[src/sv/b64le_pkg.sv]
`timescale 1ns / 1ps
// ----------------------------------------------------------------------------
// b64le_pkg: shared types, constants and a function
// Character codes, request codes, the queue entry type and the base64
// digit table used by the line-wrapped encoder.
// ----------------------------------------------------------------------------
package b64le_pkg;

  // Request codes on the input channel.
  localparam logic REQ_DATA = 1'b0;
  localparam logic REQ_EOS  = 1'b1;

  // Special output characters.
  localparam logic [7:0] NL_CHAR  = 8'h0A;
  localparam logic [7:0] PAD_CHAR = 8'h3D;

  // Reset value of the groups-per-line register (76 characters).
  localparam logic [7:0] GPL_RESET = 8'd19;

  // Group phase codes: bytes of the current group already taken.
  localparam logic [1:0] PH_0      = 2'd0;
  localparam logic [1:0] PH_1      = 2'd1;
  localparam logic [1:0] PH_2      = 2'd2;
  localparam logic [1:0] PH_UNUSED = 2'd3;

  // One queue entry: up to three characters and the index of the last one.
  typedef struct packed {
    logic [7:0] ch0;
    logic [7:0] ch1;
    logic [7:0] ch2;
    logic [1:0] last_idx;
  } entry_t;

  // Maps a six-bit value to its base64 alphabet character.
  function automatic logic [7:0] digit_char(input logic [5:0] v);
    logic [7:0] v8;
    v8 = {2'b00, v};
    if (v < 6'd26) begin
      digit_char = 8'h41 + v8;
    end else if (v < 6'd52) begin
      digit_char = 8'h61 + (v8 - 8'd26);
    end else if (v < 6'd62) begin
      digit_char = 8'h30 + (v8 - 8'd52);
    end else if (v == 6'd62) begin
      digit_char = 8'h2B;
    end else begin
      digit_char = 8'h2F;
    end
  endfunction

endpackage

[src/sv/b64le_front.sv]
`timescale 1ns / 1ps
// ----------------------------------------------------------------------------
// b64le_front: request classifier
// Holds the group phase, carry bits and line count, turns each accepted
// request into at most one queue entry of one to three characters.
// ----------------------------------------------------------------------------
module b64le_front (
  input  logic                clk,
  input  logic                rst_n,
  input  logic                cfg_valid,
  input  logic [7:0]          cfg_groups_per_line,
  input  logic                accept,
  input  logic                req_type,
  input  logic [7:0]          data_byte,
  output logic                push,
  output b64le_pkg::entry_t   push_entry
);

  logic [7:0] gpl_r;
  logic [1:0] phase_r, phase_nxt;
  logic [5:0] carry_r, carry_nxt;
  logic [7:0] line_r,  line_nxt;
  logic [1:0] ph;
  logic       has_chars;

  // Configuration register, written whenever a write request arrives.
  always_ff @(posedge clk) begin
    if (!rst_n) begin
      gpl_r <= b64le_pkg::GPL_RESET;
    end else if (cfg_valid) begin
      gpl_r <= cfg_groups_per_line;
    end
  end

  // The unused phase code behaves like the start of a group.
  assign ph = (phase_r == b64le_pkg::PH_UNUSED) ? b64le_pkg::PH_0 : phase_r;

  // Classify the request and build its characters.
  always_comb begin
    phase_nxt  = phase_r;
    carry_nxt  = carry_r;
    line_nxt   = line_r;
    has_chars  = 1'b1;
    push_entry = '0;
    if (req_type == b64le_pkg::REQ_DATA) begin
      unique case (ph)
        b64le_pkg::PH_1: begin
          push_entry.ch0      = b64le_pkg::digit_char(carry_r | {2'b00, data_byte[7:4]});
          push_entry.last_idx = 2'd0;
          carry_nxt           = {data_byte[3:0], 2'b00};
          phase_nxt           = b64le_pkg::PH_2;
        end
        b64le_pkg::PH_2: begin
          push_entry.ch0      = b64le_pkg::digit_char(carry_r | {4'b0000, data_byte[7:6]});
          push_entry.ch1      = b64le_pkg::digit_char(data_byte[5:0]);
          push_entry.last_idx = 2'd1;
          carry_nxt           = '0;
          phase_nxt           = b64le_pkg::PH_0;
          line_nxt            = line_r + 8'd1;
        end
        default: begin
          if (line_r >= gpl_r) begin
            push_entry.ch0      = b64le_pkg::NL_CHAR;
            push_entry.ch1      = b64le_pkg::digit_char(data_byte[7:2]);
            push_entry.last_idx = 2'd1;
            line_nxt            = '0;
          end else begin
            push_entry.ch0      = b64le_pkg::digit_char(data_byte[7:2]);
            push_entry.last_idx = 2'd0;
          end
          carry_nxt = {data_byte[1:0], 4'b0000};
          phase_nxt = b64le_pkg::PH_1;
        end
      endcase
    end else begin
      // End of stream: flush, pad and return to the start of a line.
      push_entry.ch0 = b64le_pkg::digit_char(carry_r);
      push_entry.ch1 = b64le_pkg::PAD_CHAR;
      push_entry.ch2 = b64le_pkg::PAD_CHAR;
      unique case (ph)
        b64le_pkg::PH_1: push_entry.last_idx = 2'd2;
        b64le_pkg::PH_2: push_entry.last_idx = 2'd1;
        default: begin
          push_entry.last_idx = 2'd0;
          has_chars           = 1'b0;
        end
      endcase
      phase_nxt = b64le_pkg::PH_0;
      carry_nxt = '0;
      line_nxt  = '0;
    end
  end

  assign push = accept && has_chars;

  // Encoder state advances on every accepted request.
  always_ff @(posedge clk) begin
    if (!rst_n) begin
      phase_r <= b64le_pkg::PH_0;
      carry_r <= '0;
      line_r  <= '0;
    end else if (accept) begin
      phase_r <= phase_nxt;
      carry_r <= carry_nxt;
      line_r  <= line_nxt;
    end
  end

endmodule

[src/sv/b64le_queue.sv]
`timescale 1ns / 1ps
// ----------------------------------------------------------------------------
// b64le_queue: entry queue
// A short first-in first-out queue of character entries between the
// classifier and the serializer.
// ----------------------------------------------------------------------------
module b64le_queue #(
  parameter int DEPTH = 2
) (
  input  logic               clk,
  input  logic               rst_n,
  input  logic               push,
  input  b64le_pkg::entry_t  push_entry,
  output logic               not_full,
  input  logic               pop,
  output logic               not_empty,
  output b64le_pkg::entry_t  head
);

  localparam int PW = (DEPTH > 1) ? $clog2(DEPTH) : 1;
  localparam int CW = $clog2(DEPTH + 1);
  localparam logic [PW-1:0] LAST_PTR = PW'(DEPTH - 1);
  localparam logic [CW-1:0] FULL_CNT = CW'(DEPTH);

  b64le_pkg::entry_t    slot_r [DEPTH];
  logic [PW-1:0]        wptr_r, rptr_r;
  logic [CW-1:0]        cnt_r;
  logic                 do_push, do_pop;

  assign not_full  = (cnt_r != FULL_CNT);
  assign not_empty = (cnt_r != '0);
  assign do_push   = push && not_full;
  assign do_pop    = pop && not_empty;
  assign head      = slot_r[rptr_r];

  // Entry storage.
  always_ff @(posedge clk) begin
    if (do_push) begin
      slot_r[wptr_r] <= push_entry;
    end
  end

  // Pointers and fill count.
  always_ff @(posedge clk) begin
    if (!rst_n) begin
      wptr_r <= '0;
      rptr_r <= '0;
      cnt_r  <= '0;
    end else begin
      if (do_push) begin
        wptr_r <= (wptr_r == LAST_PTR) ? '0 : wptr_r + PW'(1);
      end
      if (do_pop) begin
        rptr_r <= (rptr_r == LAST_PTR) ? '0 : rptr_r + PW'(1);
      end
      if (do_push && !do_pop) begin
        cnt_r <= cnt_r + CW'(1);
      end else if (do_pop && !do_push) begin
        cnt_r <= cnt_r - CW'(1);
      end
    end
  end

endmodule

[src/sv/b64le_back.sv]
`timescale 1ns / 1ps
// ----------------------------------------------------------------------------
// b64le_back: character serializer
// Takes queue entries and sends their characters one per cycle while
// out_ready is high, marking the final character of each entry.
// ----------------------------------------------------------------------------
module b64le_back (
  input  logic               clk,
  input  logic               rst_n,
  input  logic               q_not_empty,
  input  b64le_pkg::entry_t  q_head,
  output logic               q_pop,
  output logic               out_valid,
  input  logic               out_ready,
  output logic [7:0]         out_char,
  output logic               out_last
);

  b64le_pkg::entry_t cur_r;
  logic              busy_r;
  logic [1:0]        idx_r;
  logic              sent, done, load;

  assign out_valid = busy_r;
  assign out_last  = (idx_r == cur_r.last_idx);
  assign sent      = busy_r && out_ready;
  assign done      = sent && out_last;
  assign load      = !busy_r || done;
  assign q_pop     = load && q_not_empty;

  // Select the current character of the entry.
  always_comb begin
    case (idx_r)
      2'd0:    out_char = cur_r.ch0;
      2'd1:    out_char = cur_r.ch1;
      default: out_char = cur_r.ch2;
    endcase
  end

  // Entry register, taken without a gap after the last character.
  always_ff @(posedge clk) begin
    if (q_pop) begin
      cur_r <= q_head;
    end
  end

  // Busy flag and character index.
  always_ff @(posedge clk) begin
    if (!rst_n) begin
      busy_r <= 1'b0;
      idx_r  <= '0;
    end else if (q_pop) begin
      busy_r <= 1'b1;
      idx_r  <= '0;
    end else if (done) begin
      busy_r <= 1'b0;
      idx_r  <= '0;
    end else if (sent) begin
      idx_r <= idx_r + 2'd1;
    end
  end

endmodule

[src/sv/base64_line_wrapped_encoder.sv]
`timescale 1ns / 1ps
// ----------------------------------------------------------------------------
// base64_line_wrapped_encoder: streaming line-wrapped base64 encoder
// Encodes a byte stream to base64 characters, inserts a newline after a
// configurable number of groups and pads the final group at end of stream.
// ----------------------------------------------------------------------------
//
//   Channel   Direction  Handshake            Request contents
//   in_*      input      in_valid/in_ready    req_type, data_byte
//   out_*     output     out_valid/out_ready  out_char, out_last
//   cfg_*     input      cfg_valid/cfg_ready  groups_per_line
//
// An accepted request is registered into the queue; the serializer loads it
// once the entries ahead of it have been sent, and its characters then follow
// one per cycle while out_ready is high. The serializer's single output port
// sets the rate: four characters per three bytes, one more per newline,
// and up to three characters at flush.
// The queue of QUEUE_DEPTH entries lets input keep flowing while output
// stalls; in_ready drops only when the queue is full.
// Synchronous active-low reset; cfg_ready is always high.
//
module base64_line_wrapped_encoder #(
  parameter int QUEUE_DEPTH = 2
) (
  input  logic       clk,
  input  logic       rst_n,
  input  logic       in_valid,
  output logic       in_ready,
  input  logic       in_req_type,
  input  logic [7:0] in_data_byte,
  output logic       out_valid,
  input  logic       out_ready,
  output logic [7:0] out_char,
  output logic       out_last,
  input  logic       cfg_valid,
  output logic       cfg_ready,
  input  logic [7:0] cfg_groups_per_line
);

  logic              accept;
  logic              push, q_not_full, q_not_empty, q_pop;
  b64le_pkg::entry_t push_entry, q_head;

  assign cfg_ready = 1'b1;
  assign in_ready  = q_not_full;
  assign accept    = in_valid && in_ready;

  // Classifier.
  b64le_front u_front (
    .clk                 (clk),
    .rst_n               (rst_n),
    .cfg_valid           (cfg_valid),
    .cfg_groups_per_line (cfg_groups_per_line),
    .accept              (accept),
    .req_type            (in_req_type),
    .data_byte           (in_data_byte),
    .push                (push),
    .push_entry          (push_entry)
  );

  // Entry queue.
  b64le_queue #(
    .DEPTH (QUEUE_DEPTH)
  ) u_queue (
    .clk        (clk),
    .rst_n      (rst_n),
    .push       (push),
    .push_entry (push_entry),
    .not_full   (q_not_full),
    .pop        (q_pop),
    .not_empty  (q_not_empty),
    .head       (q_head)
  );

  // Serializer.
  b64le_back u_back (
    .clk         (clk),
    .rst_n       (rst_n),
    .q_not_empty (q_not_empty),
    .q_head      (q_head),
    .q_pop       (q_pop),
    .out_valid   (out_valid),
    .out_ready   (out_ready),
    .out_char    (out_char),
    .out_last    (out_last)
  );

endmodule

[config.mk]
export PLATFORM = sky130hd
export DESIGN_NAME = base64_line_wrapped_encoder
export DESIGN_NICKNAME = d
export VERILOG_FILES = /design/src/sv/b64le_pkg.sv /design/src/sv/b64le_front.sv /design/src/sv/b64le_queue.sv /design/src/sv/b64le_back.sv /design/src/sv/base64_line_wrapped_encoder.sv
export SDC_FILE = /design/constraint.sdc
export NUM_CORES = 1
export LEC_CHECK = 0
export ABC_CLOCK_PERIOD_IN_PS = 3600
export BUFFER_PORTS_ARGS = -buffer_cell sky130_fd_sc_hd__buf_2
export CORE_MARGIN = 5
export CORE_UTILIZATION = 60
export CTS_CLUSTER_DIAMETER = 40
export DETAILED_ROUTE_END_ITERATION = 6
export PLACE_DENSITY_LB_ADDON = 0.25
export SKIP_CTS_REPAIR_TIMING = 1
export SYNTH_ARGS = -nofsm -noshare
export SYNTH_HDL_FRONTEND = slang
export SYNTH_SLANG_ARGS = --single-unit
export TNS_END_PERCENT = 30
[constraint.sdc]
create_clock -name clk -period 3.6 [get_ports clk]
set_clock_uncertainty 0.15 [all_clocks]
set_input_delay 0.18 -clock clk [delete_from_list [all_inputs] [get_ports clk]]
set_output_delay 0.18 -clock clk [all_outputs]
set_load 0.1 [all_outputs]
==> results.json, run 1 <==
{
  "status": "finished, final reports clean",
  "via_per_inst": 6.31,
  "grt_usage": 0.246,
  "antenna_found_initial": 0,
  "place_inst": 810,
  "finalHoldViolCount": 0,
  "max-cap-violations": 0,
  "drc_errors": 0,
  "layout-drive-gt1-share": 0.127,
  "drt_iter0_drc": 627,
  "clock_latency_ps": 360,
  "ys_types": 72,
  "coreArea_mm2": 0.0103,
  "p_leak_nw": 2.62,
  "antennaDiodeCount": 0,
  "worst_pin_slew_ps": 858,
  "grt_pass1_vias": 4946,
  "dr.pass1.iters": 5,
  "ys_seq_area_frac": 0.364,
  "syn_avg_cell_area_um2": 9.27,
  "ys_warn_count": 0,
  "num_vias": 5265,
  "io_pins": 34,
  "rsz0062_at_grt": "false",
  "syn_area_mm2": 0.00629,
  "worstPathRequired_ps": 3550,
  "crit_fanout": 9,
  "finalMaxSlewViolations": 0,
  "nets": 763,
  "start_util": 0.612,
  "dieArea_mm2": 0.0126,
  "synth_flop_cell": "edfxtp_1",
  "cts-root-buf": "clkbuf_8",
  "gr-total-overflow": 0,
  "rows": 37,
  "setup_tns_ps": 0,
  "vdd_drop_max_mv": 0.587,
  "ant_nets": 0,
  "criticalPathCategory": "reg2reg",
  "r2r_cells": 9,
  "synth-edff-count": 57,
  "area_growth_pct": 7.78,
  "period_minus_slack_ps": 3010,
  "synth_nets": 748,
  "final_cells": 835,
  "clk_transition_reported_paths_ps": 80,
  "dieHeight_um": 112,
  "globalplace.congestion": 0.988,
  "dp_hpwl_mm": 11.4,
  "finalCritPeriodShare": 0.835,
  "p_per_area_mw_per_mm2": 500,
  "hp-class": "in2reg",
  "die_x_um": 112,
  "numCtsBuffers": 9,
  "synth-seq-cells": 86,
  "total_power_mw": 3.39,
  "finish.utilization": 0.660,
  "htreeDepth": 3,
  "startpoint_type": "flip-flop",
  "async_flop_share": 0,
  "synthCells": 679,
  "buffer_ports.inserted": 32,
  "fmax_mhz": 333,
  "grt_pass1_wl_mm": 25.2,
  "cts.sink_count": 86,
  "finalSetupViolations": 0,
  "whs_path_depth": 3,
  "tritoncts": "yes",
  "grt_max_degree": 26,
  "endpoint_kind": "flip-flop",
  "wl_mm": 15.8,
  "slew_headroom": 0.424,
  "post_drt_wl_per_cell_um": 18.9,
  "cts_buffer_depth": 2,
  "cp.arrival_ps": 2960
}
-- cell families after synthesis --
group | after synthesis | share of synthesized area
AO/OA/AOI/OAI | 189 | 0.205
AND/OR/NAND/NOR | 188 | 0.149
flip-flops | 86 | 0.364
buffers and inverters | 80 | 0.0523
adder cells (fa/ha/maj) | 47 | 0.0935
XOR/XNOR | 46 | 0.0640
multiplexers | 42 | 0.0708
other | 1 | 0.000596
-- cell usage after synthesis (all sizes together), types with 4 or more instances --
| library cell | number | area, µm² |
|---|---|---|
| a211oi | 11 | 92.6 |
| a21o | 8 | 60.1 |
| a21oi | 45 | 225 |
| a221o | 6 | 60.1 |
| a221oi | 4 | 35.0 |
| a22oi | 7 | 52.6 |
| a31oi | 10 | 62.6 |
| and2 | 7 | 43.8 |
| and3 | 6 | 37.5 |
| buf | 14 | 80.1 |
| clkbuf | 35 | 133 |
| dfxtp | 29 | 581 |
| edfxtp | 57 | 1710 |
| ha | 47 | 588 |
| inv | 28 | 105 |
| mux2 | 20 | 225 |
| mux2i | 22 | 220 |
| nand2 | 55 | 223 |
| nand2b | 7 | 43.8 |
| nand3 | 22 | 110 |
| nand3b | 5 | 37.5 |
| nand4 | 5 | 31.3 |
| nor2 | 44 | 168 |
| nor2b | 13 | 81.3 |
| nor3 | 9 | 45.0 |
| o211ai | 21 | 158 |
| o21ai | 32 | 160 |
| o31a | 4 | 35.0 |
| o31ai | 7 | 52.6 |
| xnor2 | 29 | 254 |
| xor2 | 17 | 149 |
-- state kept, by name, summed over array words and instances (netlist names) --
name / count
u_queue.slot_r: 38
u_back.cur_r: 19
u_front.gpl_r: 8
u_front.line_r: 8
u_front.carry_r: 4
u_back.idx_r: 2
u_front.phase_r: 2
u_queue.cnt_r: 2
u_back.out_valid: 1
u_queue.rptr_r: 1
u_queue.wptr_r: 1
-- report_power, final --
group	internal (mW)	leakage (nW)	switching (mW)	total, mW
clock network	0.296	0.0995	0.356	0.652
registers	1.27	0.769	0.102	1.37
logic	0.371	1.75	0.999	1.37
-- through the flow --
stage          hold WS [ps]  cell area, µm²  setup WS [ps]
2_1_floorplan          91.9            6290            235
3_3_place_gp            243            6500            700
6_report               30.1            6780            593
4_1_cts                -134            6690            642
5_1_grt                12.5            6780            497
3_5_place_dp            249            6500            679
-- layer usage --
layer / vias up / global-route usage / wire length [µm]
met5: - / 0 / 0
met4: 0 / 0.0994 / 612
met3: 48 / 0.0501 / 1220
met2: 249 / 0.378 / 7050
met1: 2439 / 0.340 / 6870
li1: 2529 / - / -
-- cell usage in the layout (no fill, tap or decap), drive strengths merged, types with 29 or more instances in the layout --
| master | instances |
|---|---|
| buf | 44 |
| ha | 47 |
| dfxtp | 29 |
| edfxtp | 57 |
| xnor2 | 29 |
| inv | 30 |
| o21ai | 32 |
| nand2 | 55 |
| a21oi | 45 |
| nor2 | 44 |
-- final cells by class --
type                    instances  area, µm²
clock inverters                 6       42.5
fillers                       848       3500
clock buffers                  10        149
well taps                     136        170
flip-flops and latches         86       2290
inverters                      31        116
repair buffers                 53        340
multi-input cells             513       3670
-- path summary, 6_finish.rpt --
kind | from | endpoint | slack, ps
hold reg to reg | u_front.gpl_r[1] | u_front.gpl_r[1] | 350
hold / removal | out_ready | u_back.idx_r[1] | 30
setup reg to reg | u_front.carry_r[3] | u_queue.slot_r[1][20] | 590
setup / recovery | u_front.carry_r[3] | u_queue.slot_r[1][20] | 590
-- critical path: stages (launching register included) --
cell and delay [ps]:
dfxtp_1 370, nor2_2 330, inv_1 140, ha_1 330, or4b_2 650, o32ai_1 140
a221oi_1 110, mux2i_1 170, a31oi_1 100, o31a_1 260
Note: power is estimated with default switching activity, not from simulation.
==> inputs of run 2 (changes only) <==
--- a/config.mk
+++ b/config.mk
@@ -5,10 +5,11 @@
 export SDC_FILE = /design/constraint.sdc
 export NUM_CORES = 1
 export LEC_CHECK = 0
-export ABC_CLOCK_PERIOD_IN_PS = 3600
+export ABC_AREA = 1
+export ABC_CLOCK_PERIOD_IN_PS = 2700
 export BUFFER_PORTS_ARGS = -buffer_cell sky130_fd_sc_hd__buf_2
 export CORE_MARGIN = 5
-export CORE_UTILIZATION = 60
+export CORE_UTILIZATION = 56
 export CTS_CLUSTER_DIAMETER = 40
 export DETAILED_ROUTE_END_ITERATION = 6
 export PLACE_DENSITY_LB_ADDON = 0.25
==> constraint.sdc (replaced) <==
create_clock -name clk -period 2.7 [get_ports clk]
set_clock_uncertainty 0.15 [all_clocks]
set_input_delay 0.135 -clock clk [delete_from_list [all_inputs] [get_ports clk]]
set_output_delay 0.135 -clock clk [all_outputs]
set_load 0.1 [all_outputs]
==> run 2 against run 1 <==
Cell area shrank 0.15%. Sequential share of layout area is essentially flat. Synthesized cell count grew 21%. Area after synthesis shrank 2.6%. Hold slack lost 5.4 ps. Worst setup slack lost 350 ps. Clock power grew 25%. First-iteration DRC count shrank 9.7%. Largest cell class unchanged. Total power grew 59%.
==> results.json, run 2 <==
{
  "holdWs_ps": 24.6,
  "regMostFlops": "u_queue.slot_r",
  "num_vias": 5708,
  "hp-class": "in2reg",
  "synth_nets": 892,
  "largest_reg_flops": 38,
  "antennaDiodeCount": 0,
  "synth_flop_cell": "edfxtp_1",
  "r2r-start": "u_front.carry_r[3]",
  "buffer_ports.inserted": 32,
  "ys_warn_count": 0,
  "r2r-end": "u_queue.slot_r[1][18]",
  "worstPathRequired_ps": 2630,
  "tritoncts": "yes",
  "worst_pin_slew_ps": 616,
  "criticalPathCategory": "reg2reg",
  "post_drt_wl_per_cell_um": 15.6,
  "grt_pass1_wl_mm": 26.2,
  "nets": 939,
  "p_leak_nw": 3.07,
  "ant_nets": 0,
  "drc_errors": 0,
  "finalCritPeriodShare": 0.910,
  "antenna_found_initial": 0,
  "fmax_mhz": 407,
  "dieHeight_um": 115,
  "whs_path_depth": 3,
  "slew_headroom": 0.589,
  "yosys.area.top_type": "edfxtp_1",
  "cp_common_cell": "nand2_1",
  "synth_area_leaders": "edfxtp_1 (28%), nand2_1 (14%), ha_1 (9.6%), dfxtp_1 (9.5%), nand3_1 (5.4%)",
  "ys_types": 51,
  "reg2reg_slack_ps": 240,
  "place_inst": 984,
  "synth-seq-cells": 86,
  "cts-root-buf": "clkbuf_8",
  "coreArea_mm2": 0.0108,
  "async_flop_share": 0,
  "dieArea_mm2": 0.0131,
  "finalSetupViolations": 0,
  "clock_latency_ps": 350,
  "area_growth_pct": 10.5,
  "endpoint_kind": "flip-flop",
  "max-cap-violations": 0,
  "synth-edff-count": 57,
  "startpoint_type": "flip-flop",
  "register_area_mm2": 0.00229,
  "synthCells": 823,
  "place_area_mm2": 0.00644,
  "min_from": "in_data_byte[1]",
  "htreeDepth": 3,
  "p_switching_mw": 2.57,
  "clk_transition_reported_paths_ps": 90,
  "crit_slowest_cell": "dfxtp_1",
  "r2r_cells": 14,
  "via_per_inst": 5.62,
  "globalplace.congestion": 0.941,
  "start_util": 0.568,
  "dr.pass1.iters": 5,
  "numCtsBuffers": 9,
  "cp.arrival_ps": 2390,
  "io_pins": 34,
  "gr-total-overflow": 0,
  "layout-drive-gt1-share": 0.0994,
  "syn_area_mm2": 0.00613,
  "final_cells": 1015,
  "syn_avg_cell_area_um2": 7.45,
  "seqPwrFrac": 0.370,
  "vdd_drop_max_mv": 1.05,
  "cts_buffer_depth": 2,
  "grt_usage": 0.249,
  "post-synth-top-count-cell": "nand2_1",
  "layout_commonest_cell": "nand2_1",
  "rows": 38,
  "total_power_mw": 5.38,
  "cp_cell_sequence": "inv_2, nand2_2, ha_1, nand3_1, nand2_1, o211ai_1, o21ai_0, nand2_1, nand3_1, nand2_1, nand2_1, nand2_1, nand2_1, nand2_1",
  "combPwrFrac": 0.478,
  "drt_iter0_drc": 566,
  "grt_pass1_vias": 5421,
  "cts.sink_count": 86,
  "wl_mm": 15.9,
  "crit_fanout": 9,
  "die_x_um": 115,
  "p_per_area_mw_per_mm2": 795,
  "power.internal_mw": 2.81,
  "period_minus_slack_ps": 2460,
  "largest_registers": "u_queue.slot_r x38, u_back.cur_r x19",
  "rsz0062_at_grt": "false",
  "multi_input_area_mm2": 0.00338,
  "switching_share": 0.478,
  "grt_max_degree": 23,
  "yosys-top-cells-count": "nand2_1 (236), inv_1 (81), nand3_1 (66)",
  "nFillCells": 971,
  "clockPowerShare": 0.152,
  "holdPathEnd": "u_front.carry_r[3]",
  "ys_seq_area_frac": 0.374,
  "fin_area_mm2": 0.00677,
  "status": "finished, final reports clean",
  "synth_top_cell_area_share": 0.279,
  "layout_common_cells": "nand2_1 (236), inv_1 (80), nand3_1 (66), nor2_1 (63), edfxtp_1 (57)",
  "cpPeakStageDelay_ps": 540,
  "finalMaxSlewViolations": 0,
  "finalHoldViolCount": 0,
  "dp_hpwl_mm": 12.1
}
run 2: metrics by stage:
step	util	setup TNS (ps)	setup WS (ps)
floorplan	-	-7830	-220
global placement	0.597	0	146
detailed placement	0.597	0	169
CTS	0.613	0	244
global route	0.627	0	30.6
finish	0.627	0	242
run 2: how the worst max path moves through the flow:
stage	from	to	slack, ps
after floorplan	u_queue.cnt_r[0]	u_queue.slot_r[1][0]	-220
after global placement	in_data_byte[4]	u_queue.slot_r[0][22]	150
after detailed placement	in_data_byte[4]	u_queue.slot_r[1][22]	170
after CTS	u_front.carry_r[2]	u_queue.slot_r[1][20]	240
after global routing	u_front.carry_r[3]	u_queue.slot_r[0][18]	30
final	u_front.carry_r[3]	u_queue.slot_r[1][18]	240
run 2: worst max-delay path, delay by kind of cell, from the launching register on:
family | cells | cell delay [ps]
compound gates | 2 | 170
flops | 1 | 540
fa+ha+maj | 1 | 230
buf+inv | 1 | 150
simple gates | 10 | 950
run 2: cell type report:
cell class / instances / share of cell area
multi-input combinational: 623 / 0.500
tap: 140 / 0.0259
timing repair buffer: 57 / 0.0569
clock inverter: 7 / 0.00850
inverter: 93 / 0.0519
clock buffer: 9 / 0.0183
sequential: 86 / 0.339
run 2: kinds of logic (layout without fill, tap and decap cells):
group           Yosys count  after routing  share of synthesized area
compound gates          149            149                      0.141
xor+xnor                 23             23                     0.0329
fa+ha+maj                47             47                     0.0960
buf+inv                 114            166                     0.0755
flops                    86             86                      0.374
other cells               1              1                   0.000612
simple gates            403            403                      0.280
run 2: power by group through the flow:
stage / Combinational (mW) / Sequential, mW / Clock, mW
3_5_place_dp: 2.53 / 2.02 / 0
2_1_floorplan: 1.95 / 2.02 / 0
6_report: 2.57 / 1.99 / 0.818
3_3_place_gp: 2.50 / 2.00 / 0
5_1_grt: 2.80 / 2.02 / 0.905
4_1_cts: 2.54 / 1.99 / 0.842
run 2: routing by layer:
metal / global-route usage / share of wire / up-vias
met4: 0.0942 / 0.030 / 0
met5: 0 / 0 / -
met2: 0.416 / 0.48 / 213
met1: 0.328 / 0.44 / 2601
met3: 0.0333 / 0.050 / 49
li1: - / - / 2845
==> inputs of run 3 (changes only) <==
--- a/config.mk
+++ b/config.mk
@@ -12,7 +12,7 @@
 export CORE_UTILIZATION = 56
 export CTS_CLUSTER_DIAMETER = 40
 export DETAILED_ROUTE_END_ITERATION = 6
-export PLACE_DENSITY_LB_ADDON = 0.25
+export PLACE_DENSITY = 0.87
 export SKIP_CTS_REPAIR_TIMING = 1
 export SYNTH_ARGS = -nofsm -noshare
 export SYNTH_HDL_FRONTEND = slang
==> run 3 against run 2 <==
Register-to-register slack about the same. Critical path depth unchanged. The run now ends with hold timing left. Highest routed layer unchanged. Sequential share of layout area shrank 0.58 points. Clock power up 36%. Die area unchanged.
==> results.json, run 3 (synthesis results as in run 2) <==
{
  "dr.pass1.iters": 5,
  "drt_iter0_drc": 476,
  "fmax_mhz": 405,
  "htreeDepth": 3,
  "worstPathRequired_ps": 2730,
  "post_drt_wl_per_cell_um": 15.2,
  "cts.sink_count": 86,
  "clk_transition_reported_paths_ps": 90,
  "wl_met1_mm": 6.74,
  "worst-path-buf-inv": 5,
  "grt_pass1_wl_mm": 25.2,
  "layout_commonest_cell": "nand2_1",
  "cpPeakStageDelay_ps": 520,
  "violations": "hold timing",
  "endpoint_kind": "flip-flop",
  "vdd_drop_max_mv": 1.13,
  "slew_headroom": 0.586,
  "rsz0062_at_grt": "false",
  "p_leak_nw": 3.14,
  "cts_buffer_depth": 2,
  "drc_errors": 0,
  "post-place-ws_ps": 306,
  "largest_registers": "u_queue.slot_r x38, u_back.cur_r x19",
  "area_growth_pct": 12.4,
  "crit_fanout": 9,
  "clock_latency_ps": 350,
  "antennaDiodeCount": 0,
  "status": "finished, violations left",
  "finalHoldViolCount": 1,
  "cts-root-buf": "clkbuf_8",
  "coreArea_mm2": 0.0108,
  "reg2reg_slack_ps": 240,
  "grt_pass1_vias": 5221,
  "cp.arrival_ps": 2500,
  "startpoint_type": "input port",
  "dieArea_mm2": 0.0131,
  "rows": 38,
  "total_power_mw": 5.68,
  "r2r-end": "u_queue.slot_r[1][21]",
  "wl_met2_mm": 7.60,
  "dp_hpwl_mm": 11.6,
  "largest_reg_flops": 38,
  "holdWs_ps": -14.2,
  "dieHeight_um": 115,
  "antenna_found_initial": 0,
  "ant_nets": 0,
  "crit_slowest_cell": "dlygate4sd3_1",
  "min_from": "rst_n",
  "endpoint": "u_queue.slot_r[1][14]",
  "place_inst": 990,
  "fin_area_mm2": 0.00689,
  "critical-path-top-delay-family": "buffers and inverters",
  "r2r_cells": 14,
  "wl_mm": 15.5,
  "cp_cell_sequence": "dlygate4sd3_1, buf_2, inv_1, ha_1, inv_1, nand2_1, nand2_2, inv_2, nor2_1, a21boi_1, nand3_1, o211ai_1, nand2_1, a21oi_1",
  "setup_tns_ps": 0,
  "num_vias": 5676,
  "p_per_area_mw_per_mm2": 825,
  "io_pins": 34,
  "regMostFlops": "u_queue.slot_r",
  "setup_slack_ps": 232,
  "die_x_um": 115,
  "numCtsBuffers": 9,
  "finalMaxSlewViolations": 0,
  "nets": 946,
  "finalSetupViolations": 0,
  "finalCritPeriodShare": 0.914,
  "finish.utilization": 0.638,
  "criticalPathCategory": "in2reg",
  "period_minus_slack_ps": 2470,
  "startpoint": "in_data_byte[1]",
  "layout_common_cells": "nand2_1 (236), inv_1 (81), nand3_1 (66), nor2_1 (63), edfxtp_1 (57)",
  "r2r-start": "u_front.carry_r[3]",
  "start_util": 0.568,
  "max-cap-violations": 0,
  "wl_met3_um": 990,
  "grt_max_degree": 22,
  "buffer_ports.inserted": 32,
  "final_cells": 1022,
  "globalplace.congestion": 0.989,
  "grt_usage": 0.237,
  "dr.max_layer_used": "met4",
  "hp-class": "in2reg",
  "cp_num_cells": 14,
  "layout-drive-gt1-share": 0.104,
  "worst_pin_slew_ps": 621,
  "via_per_inst": 5.55,
  "gr-total-overflow": 0,
  "tritoncts": "yes",
  "place_area_mm2": 0.00648
}
-- run 3: cell type report --
class	instances	area, µm²
Tap cell	140	175
Clock inverter	6	118
Sequential cell	86	2290
Fill cell	933	3900
Timing Repair Buffer	64	440
Clock buffer	10	128
Multi-Input combinational cell	623	3380
Inverter	93	352
-- run 3: worst reg2reg max path: stages, from the launching register on --
cell and delay (ps):
dfxtp_1 550, inv_2 150, ha_1 240, xor2_1 150, ha_1 300, nand2_1 70
nor2_1 90, o21bai_1 110, nand2_1 60, nand2_1 60, nand2_1 50, nand2_1 70
nand2_1 50, nand2_1 50, nand2_1 60
-- run 3: per-layer routing --
| layer | vias up | track usage |
|---|---|---|
| met5 | - | 0 |
| met3 | 17 | 0.0238 |
| met4 | 0 | 0.0530 |
| li1 | 2860 | - |
| met2 | 214 | 0.404 |
| met1 | 2585 | 0.325 |
-- run 3: how the worst min path moves through the flow --
stage	cells after the start	endpoint
global placement	3	u_front.gpl_r[0]
floorplan	0	u_queue.slot_r[0][7]
finish	2	u_front.gpl_r[0]
CTS	3	u_front.gpl_r[4]
global route	2	u_front.gpl_r[0]
detailed placement	3	u_front.gpl_r[1]
-- run 3: power breakdown --
group	total, mW	internal (mW)	switching, mW
sequential	1.99	1.84	0.151
clock	1.11	0.625	0.487
combinational	2.58	0.641	1.94
total	5.68	3.11	2.58
